--- src/hdl/dqir_pkg.sv ---
// Shared types and codes for the indexed-read deque.
// Command and status encodings and fixed field widths; no dependencies.
`timescale 1ns / 1ps

package dqir_pkg;

	localparam int CMD_BITS    = 3;
	localparam int POS_BITS    = 8;
	localparam int STATUS_BITS = 2;

	typedef enum logic [CMD_BITS-1:0] {
		CMD_PUSH_BACK  = 3'd0,
		CMD_PUSH_FRONT = 3'd1,
		CMD_READ_POS   = 3'd2,
		CMD_POP_FRONT  = 3'd3,
		CMD_POP_BACK   = 3'd4
	} cmd_t;

	typedef enum logic [STATUS_BITS-1:0] {
		ST_OK   = 2'd0,
		ST_ERR  = 2'd1,
		ST_FULL = 2'd2
	} status_t;

endpackage

--- src/hdl/dqir_ram.sv ---
// Generic simple dual-port RAM: one write port, one read port with registered data.
// No dependencies; contents are not reset.
`timescale 1ns / 1ps

module dqir_ram #(
	parameter int WIDTH = 32,
	parameter int DEPTH = 64
) (
	input  logic                     clk,
	input  logic                     we,
	input  logic [$clog2(DEPTH)-1:0] waddr,
	input  logic [WIDTH-1:0]         wdata,
	input  logic                     re,
	input  logic [$clog2(DEPTH)-1:0] raddr,
	output logic [WIDTH-1:0]         rdata
);

	logic [WIDTH-1:0] mem_q [DEPTH];

	// Write on request, register read data on read enable
	always_ff @(posedge clk) begin
		if (we) begin
			mem_q[waddr] <= wdata;
		end
		if (re) begin
			rdata <= mem_q[raddr];
		end
	end

endmodule

--- src/hdl/deque_with_indexed_read_unit.sv ---
// A result is valid in the cycle after its command transaction is accepted.
// One command per cycle while the result is not stalled; each command uses at most
// one write or one read of the entry RAM; front index and count update together.
// Reset: front index, count and the result valid clear at once; the entry RAM is
// not cleared and needs no clearing pass, as only held entries are ever read.
`timescale 1ns / 1ps

module deque_with_indexed_read_unit
	import dqir_pkg::*;
#(
	parameter int DEPTH     = 64,
	parameter int WORD_BITS = 32,
	localparam int AW       = $clog2(DEPTH),
	localparam int CW       = $clog2(DEPTH + 1),
	localparam int IN_W     = ((CMD_BITS + WORD_BITS + POS_BITS + 7) / 8) * 8,
	localparam int OUT_W    = ((STATUS_BITS + WORD_BITS + CW + 7) / 8) * 8
) (
	input  logic             clk,
	input  logic             arst_n,
	input  logic             s_tvalid,
	output logic             s_tready,
	input  logic [IN_W-1:0]  s_tdata,  // cmd, data_word, position, zero pad
	output logic             m_tvalid,
	input  logic             m_tready,
	output logic [OUT_W-1:0] m_tdata   // status, read_word, count, zero pad
);

	localparam int CMPW = (CW > POS_BITS) ? CW : POS_BITS;

	cmd_t                  cmd_in;
	logic [WORD_BITS-1:0]  word_in;
	logic [POS_BITS-1:0]   pos_in;

	logic [AW-1:0]         front_q;
	logic [CW-1:0]         count_q;
	logic                  m_tvalid_q;

	status_t               status_s1;
	logic [CW-1:0]         count_s1;
	logic                  rd_ok_s1;
	logic [WORD_BITS-1:0]  ram_rdata;

	logic                  accept;
	logic                  full;
	logic                  empty;
	logic                  pos_neg;
	logic [POS_BITS-1:0]   pos_mag;
	logic [CMPW-1:0]       mag_ext;
	logic [CMPW-1:0]       cnt_ext;
	logic [CMPW-1:0]       off_ext;
	logic                  pos_ok;
	logic [AW-1:0]         offset;
	logic [AW:0]           slot_sum;
	logic [AW-1:0]         slot;
	logic [AW-1:0]         front_dec;
	logic [AW-1:0]         front_inc;

	logic [AW-1:0]         front_nxt;
	logic [CW-1:0]         count_nxt;
	status_t               status_nxt;
	logic                  wr_en;
	logic [AW-1:0]         wr_addr;
	logic                  rd_en;

	// Unpack the command transaction
	assign cmd_in  = cmd_t'(s_tdata[CMD_BITS-1:0]);
	assign word_in = s_tdata[CMD_BITS +: WORD_BITS];
	assign pos_in  = s_tdata[CMD_BITS + WORD_BITS +: POS_BITS];

	assign accept   = s_tvalid && s_tready;
	assign s_tready = !m_tvalid_q || m_tready;
	assign full     = (count_q == CW'(DEPTH));
	assign empty    = (count_q == '0);

	// Position magnitude and bounds check against the held count
	assign pos_neg = pos_in[POS_BITS-1];
	assign pos_mag = pos_neg ? (~pos_in + POS_BITS'(1)) : pos_in;
	assign mag_ext = CMPW'(pos_mag);
	assign cnt_ext = CMPW'(count_q);
	assign pos_ok  = (pos_mag != '0) && (mag_ext <= cnt_ext);
	assign off_ext = pos_neg ? (cnt_ext - mag_ext) : (mag_ext - CMPW'(1));

	// Slot = front + offset, wrapped once around the ring
	assign offset   = (cmd_in == CMD_PUSH_BACK) ? count_q[AW-1:0] : off_ext[AW-1:0];
	assign slot_sum = {1'b0, front_q} + {1'b0, offset};
	assign slot     = (slot_sum >= (AW+1)'(DEPTH)) ?
		AW'(slot_sum - (AW+1)'(DEPTH)) : slot_sum[AW-1:0];

	assign front_dec = (front_q == '0) ? AW'(DEPTH - 1) : (front_q - AW'(1));
	assign front_inc = (front_q == AW'(DEPTH - 1)) ? '0 : (front_q + AW'(1));

	// Decode the command into state update, RAM access and status
	always_comb begin
		front_nxt  = front_q;
		count_nxt  = count_q;
		status_nxt = ST_OK;
		wr_en      = 1'b0;
		wr_addr    = slot;
		rd_en      = 1'b0;
		unique case (cmd_in)
			CMD_PUSH_BACK: begin
				if (full) begin
					status_nxt = ST_FULL;
				end else begin
					wr_en     = 1'b1;
					count_nxt = count_q + CW'(1);
				end
			end
			CMD_PUSH_FRONT: begin
				if (full) begin
					status_nxt = ST_FULL;
				end else begin
					wr_en     = 1'b1;
					wr_addr   = front_dec;
					front_nxt = front_dec;
					count_nxt = count_q + CW'(1);
				end
			end
			CMD_READ_POS: begin
				if (pos_ok) begin
					rd_en = 1'b1;
				end else begin
					status_nxt = ST_ERR;
				end
			end
			CMD_POP_FRONT: begin
				if (empty) begin
					status_nxt = ST_ERR;
				end else begin
					front_nxt = front_inc;
					count_nxt = count_q - CW'(1);
				end
			end
			CMD_POP_BACK: begin
				if (empty) begin
					status_nxt = ST_ERR;
				end else begin
					count_nxt = count_q - CW'(1);
				end
			end
			default: begin
				status_nxt = ST_ERR;
			end
		endcase
	end

	// Entry store
	dqir_ram #(
		.WIDTH(WORD_BITS),
		.DEPTH(DEPTH)
	) u_ram (
		.clk  (clk),
		.we   (accept && wr_en),
		.waddr(wr_addr),
		.wdata(word_in),
		.re   (accept && rd_en),
		.raddr(slot),
		.rdata(ram_rdata)
	);

	// Hold ring state and result valid
	always_ff @(posedge clk or negedge arst_n) begin
		if (!arst_n) begin
			front_q    <= '0;
			count_q    <= '0;
			m_tvalid_q <= 1'b0;
		end else begin
			if (accept) begin
				front_q <= front_nxt;
				count_q <= count_nxt;
			end
			if (s_tready) begin
				m_tvalid_q <= s_tvalid;
			end
		end
	end

	// Capture the result payload on each accepted transaction
	always_ff @(posedge clk) begin
		if (accept) begin
			status_s1 <= status_nxt;
			count_s1  <= count_nxt;
			rd_ok_s1  <= rd_en;
		end
	end

	// Pack the result transaction
	assign m_tvalid = m_tvalid_q;
	always_comb begin
		m_tdata = '0;
		m_tdata[STATUS_BITS-1:0]                 = status_s1;
		m_tdata[STATUS_BITS +: WORD_BITS]        = rd_ok_s1 ? ram_rdata : '0;
		m_tdata[STATUS_BITS + WORD_BITS +: CW]   = count_s1;
	end

endmodule

--- config.mk ---
export PLATFORM = sky130hd
export DESIGN_NAME = deque_with_indexed_read_unit
export DESIGN_NICKNAME = d
export VERILOG_FILES = /design/src/hdl/dqir_pkg.sv /design/src/hdl/dqir_ram.sv /design/src/hdl/deque_with_indexed_read_unit.sv
export SDC_FILE = /design/constraint.sdc
export NUM_CORES = 2
export LEC_CHECK = 0
export BUFFER_PORTS_ARGS = -buffer_cell sky130_fd_sc_hd__buf_2
export CORE_ASPECT_RATIO = 2
export CORE_MARGIN = 3
export CORE_UTILIZATION = 50
export CTS_BUF_LIST = sky130_fd_sc_hd__clkbuf_16
export DETAILED_ROUTE_END_ITERATION = 12
export GPL_ROUTABILITY_DRIVEN = 0
export PLACE_DENSITY = 0.68
export RECOVER_POWER = 100
export REMOVE_ABC_BUFFERS = 1
export SLEW_MARGIN = 5
export SYNTH_ARGS = -nofsm -noshare
export SYNTH_HDL_FRONTEND = slang
export SYNTH_SLANG_ARGS = --single-unit
--- constraint.sdc ---
create_clock -name clk -period 5.55 [get_ports clk]
set_input_delay 0.555 -clock clk [delete_from_list [all_inputs] [get_ports clk]]
set_output_delay 0.555 -clock clk [all_outputs]
set_load 0.02 [all_outputs]
==> metrics.csv <==
stage,metric,value,unit
outcome,status,finished with violations,
outcome,violations,"max-capacitance violations, max-slew violations",
logic_synthesis,synth-seq-cells,2104,
flow_run,maxCapViolCount,34,
detailed_routing,drc_errors,0,
setup_path,worst-setup-path-type,flip-flop to flip-flop,
clock_network,cts.sinks,2104,
power,worst_ir_drop_vdd,0.632,mV
detailed_routing,ant_nets,0,
logic_synthesis,synth_ff_type,edfxtp_1,
die,start_util,0.505,
logic_synthesis,ys.warnings.count,0,
die,die_x,293,um
power,clock_power_share,0.204,
detailed_routing,drt_iter0_drc,3421,
logic_synthesis,syn-mean-instance-area,23.8,sq um
setup_path,r2r_slack,400,ps
placement,dp_hpwl,110000,um
detailed_routing,routed_wl,187000,um
timing,finalMaxSlewViolations,2146,
logic_synthesis,synth_area_leader_cell,edfxtp_1,
setup_path,endpoint_kind,flip-flop,
power,p_sw,19.3,mW
logic_synthesis,synth-async-reset-ratio,0.00665,
timing,finalWorstSetupSlack,399,ps
logic_synthesis,synth_area_leaders,"edfxtp_1 76%, mux4_2 18%, mux2i_1 1.2%, clkbuf_1 0.45%, buf_2 0.43%",
detailed_routing,routedWlPerCell,31.4,um
hold_path,hp-class,primary input to flip-flop,
placement,place_area,87600,sq um
clock_network,cts_resized,0,
finish,drive_above_1_share,0.296,
setup_path,cp.arrival,5560,ps
finish,design_area,92200,sq um
placement,io_buffers,89,
clock_network,path_clk_slew,70,ps
clock_network,clk-insertion-delay-late,800,ps
logic_synthesis,synth_top_area_frac,0.764,
timing,tightest_slew,2930,ps
setup_path,timing.critical_path.required,5960,ps
power,pwr-share-seq,0.319,
die,coreArea,163000,sq um
power,power_leakage,28.8,nW
timing,clock_skew,44.2,ps
clock_network,cts_tree,built,
detailed_routing,via_per_inst,6.25,
grt,antenna_found_initial,3,
grt,grt_first_pass_wirelength,274000,um
timing,relSlewSlack,-0.955,
grt,grt_pass1_vias,39500,
die,core.rowCount,209,
power,power_density,620,nW/um^2
detailed_routing,drt-pass1-iter-count,7,
clock_network,cts-root-buf,clkbuf_16,
logic_synthesis,synth.distinct_cells,71,
timing,fmax,194,MHz
clock_network,htreeDepth,4,
finish,fill_cells,11700,
timing,finalSetupViolations,0,
finish,syn_to_final_growth,12.2,%
power,p_int,37.9,mW
placement,dp_slack,162,ps
timing,hold_viol,0,
logic_synthesis,syn_area,82200,sq um
timing,rsz0062_at_grt,false,
die,die_y,579,um
grt,grt_usage,0.225,
finish,fin_nets,3808,
setup_path,cp_max_fo,32,
timing,fin_crit,5150,ps
power,combPwrFrac,0.478,
clock_network,cts.path.max_buffers,4,
grt,grt_max_degree,65,
detailed_routing,via_count,37300,
clock_network,cts_buffers,175,
logic_synthesis,syn_inst,3455,
die,io_pins,102,
grt,overflow,0,
logic_synthesis,synth_seq_area_share,0.768,
power,swShare,0.337,
logic_synthesis,synth_edf_count,2090,
timing,hold_slack,110,ps
timing,tns,0,ps
timing,finalCritPeriodShare,0.928,
setup_path,cp-start-kind,flip-flop,
die,die-area,169000,sq um
[stage by stage]
stage,util,std cells,power [mW]
2_1_floorplan,-,3270,27.5
3_3_place_gp,0.539,5662,46.3
3_5_place_dp,0.539,5662,46.6
4_1_cts,0.571,5963,58.2
5_1_grt,0.567,5964,59.6
6_report,0.567,5964,57.2
[synth_stat cells (3+ instances only)]
library cell	instances
o31ai_1	8
buf_2	70
and3_1	7
nand4_1	4
buf_1	7
mux4_2	640
ha_1	23
xor2_1	8
or3_1	4
a21o_1	4
inv_1	23
o31a_1	4
buf_6	3
xnor2_1	12
dfrtp_1	14
nor2b_1	4
and2_1	34
edfxtp_1	2090
o22ai_1	3
nand2_1	49
clkbuf_1	99
a221oi_1	5
a31oi_1	7
nor3_2	28
nor2_1	27
o21ai_0	31
or2_2	4
nand2b_1	11
mux2_2	3
o21a_1	5
buf_4	12
nor3b_1	3
nand3_1	11
nor3_1	49
nor2_2	3
a21oi_1	6
mux2i_1	99
[layer usage]
metal	share of wire	GRT usage
met3	0.052	0.0247
met4	0.034	0.0727
met2	0.56	0.419
met5	0.000069	0
met1	0.36	0.275
[flip-flops by register name, indices dropped and copies added, names as in the netlist]
| register | flops |
|---|---|
| u_ram.mem_q | 2048 |
| u_ram.rdata | 32 |
| count_q | 7 |
| count_s1 | 7 |
| front_q | 6 |
| status_s1 | 2 |
| m_tvalid | 1 |
| rd_ok_s1 | 1 |
[power by group through the flow]
stage | registers (mW) | clock network [mW] | logic (mW)
2_1_floorplan | 18.3 | 0 | 9.24
3_3_place_gp | 18.5 | 0 | 27.8
6_report | 18.2 | 11.7 | 27.3
3_5_place_dp | 18.5 | 0 | 28.0
4_1_cts | 18.2 | 11.9 | 28.1
5_1_grt | 18.2 | 12.4 | 29.0
[final cells by class]
type                       count  area (sq um)  share of cell area
timing repair buffer         284          2790              0.0303
inverter                      23          86.3            0.000937
tap                         2110          2640              0.0286
clock inverter               123           861             0.00934
multi-input combinational   1143         18300               0.198
antenna                        1          2.50           0.0000272
sequential                  2104         63100               0.685
clock buffer                 176          4400              0.0478
[worst max-delay path, cell delays in order (launching register included)]
cell and delay, ps:
dfrtp_1 490, inv_1 190, ha_1 250, fa_1 420, nand2b_1 180, o211ai_1 90
a22oi_1 100, xor2_1 140, nand2_1 70, o211ai_1 100, o21ai_0 140, ha_1 360
nor2_1 50, mux2_2 270, a311oi_1 290, and4_1 380, nor3_1 120, buf_12 190
nor3_2 340, clkbuf_4 600
[worst paths after layout]
path,endpoint,depth (start not counted),startpoint
setup reg to reg,u_ram.mem_q[34][5],19,count_q[0]
min in group asynchronous,count_q[3],2,arst_n
setup / recovery,u_ram.mem_q[34][5],19,count_q[0]
hold / removal,m_tvalid,3,m_tready
max in group asynchronous,front_q[5],2,arst_n
hold reg to reg,m_tvalid,2,m_tvalid
[cell families (layout without fill, tap and decap cells)]
| kind of cell | after synthesis | count (layout) | share of synthesized area |
|---|---|---|---|
| AND/OR/NAND/NOR | 250 | 250 | 0.0176 |
| multiplexers | 742 | 742 | 0.188 |
| other | 1 | 8 | 0.0000456 |
| AO/OA/AOI/OAI | 99 | 99 | 0.00839 |
| flip-flops | 2104 | 2104 | 0.768 |
| XOR/XNOR | 20 | 20 | 0.00213 |
| adder cells (fa/ha/maj) | 25 | 25 | 0.00399 |
| buffers and inverters | 214 | 606 | 0.0117 |
[placed cells by master (no fill, tap or decap), types with 24 or more instances in the layout]
cell	netlist	routed
mux2i_1	99	99
clkbuf_16	0	176
buf_4	12	61
nor3_1	49	44
clkbuf_1	99	60
clkinv_1	0	43
nor2_1	27	27
clkbuf_4	0	27
buf_12	0	81
inv_1	23	53
o21ai_0	31	31
clkinv_2	0	24
edfxtp_1	2090	2090
nand2_1	49	49
mux4_2	640	640
buf_2	70	33
[timing repair]
| action | 4_1_cts | 5_1_grt |
|---|---|---|
| hold endpoints to repair | 15 | 0 |
| buffers inserted | 0 | 0 |
| hold buffers | 2 | 0 |
Note: power is estimated with default switching activity, not from simulation.
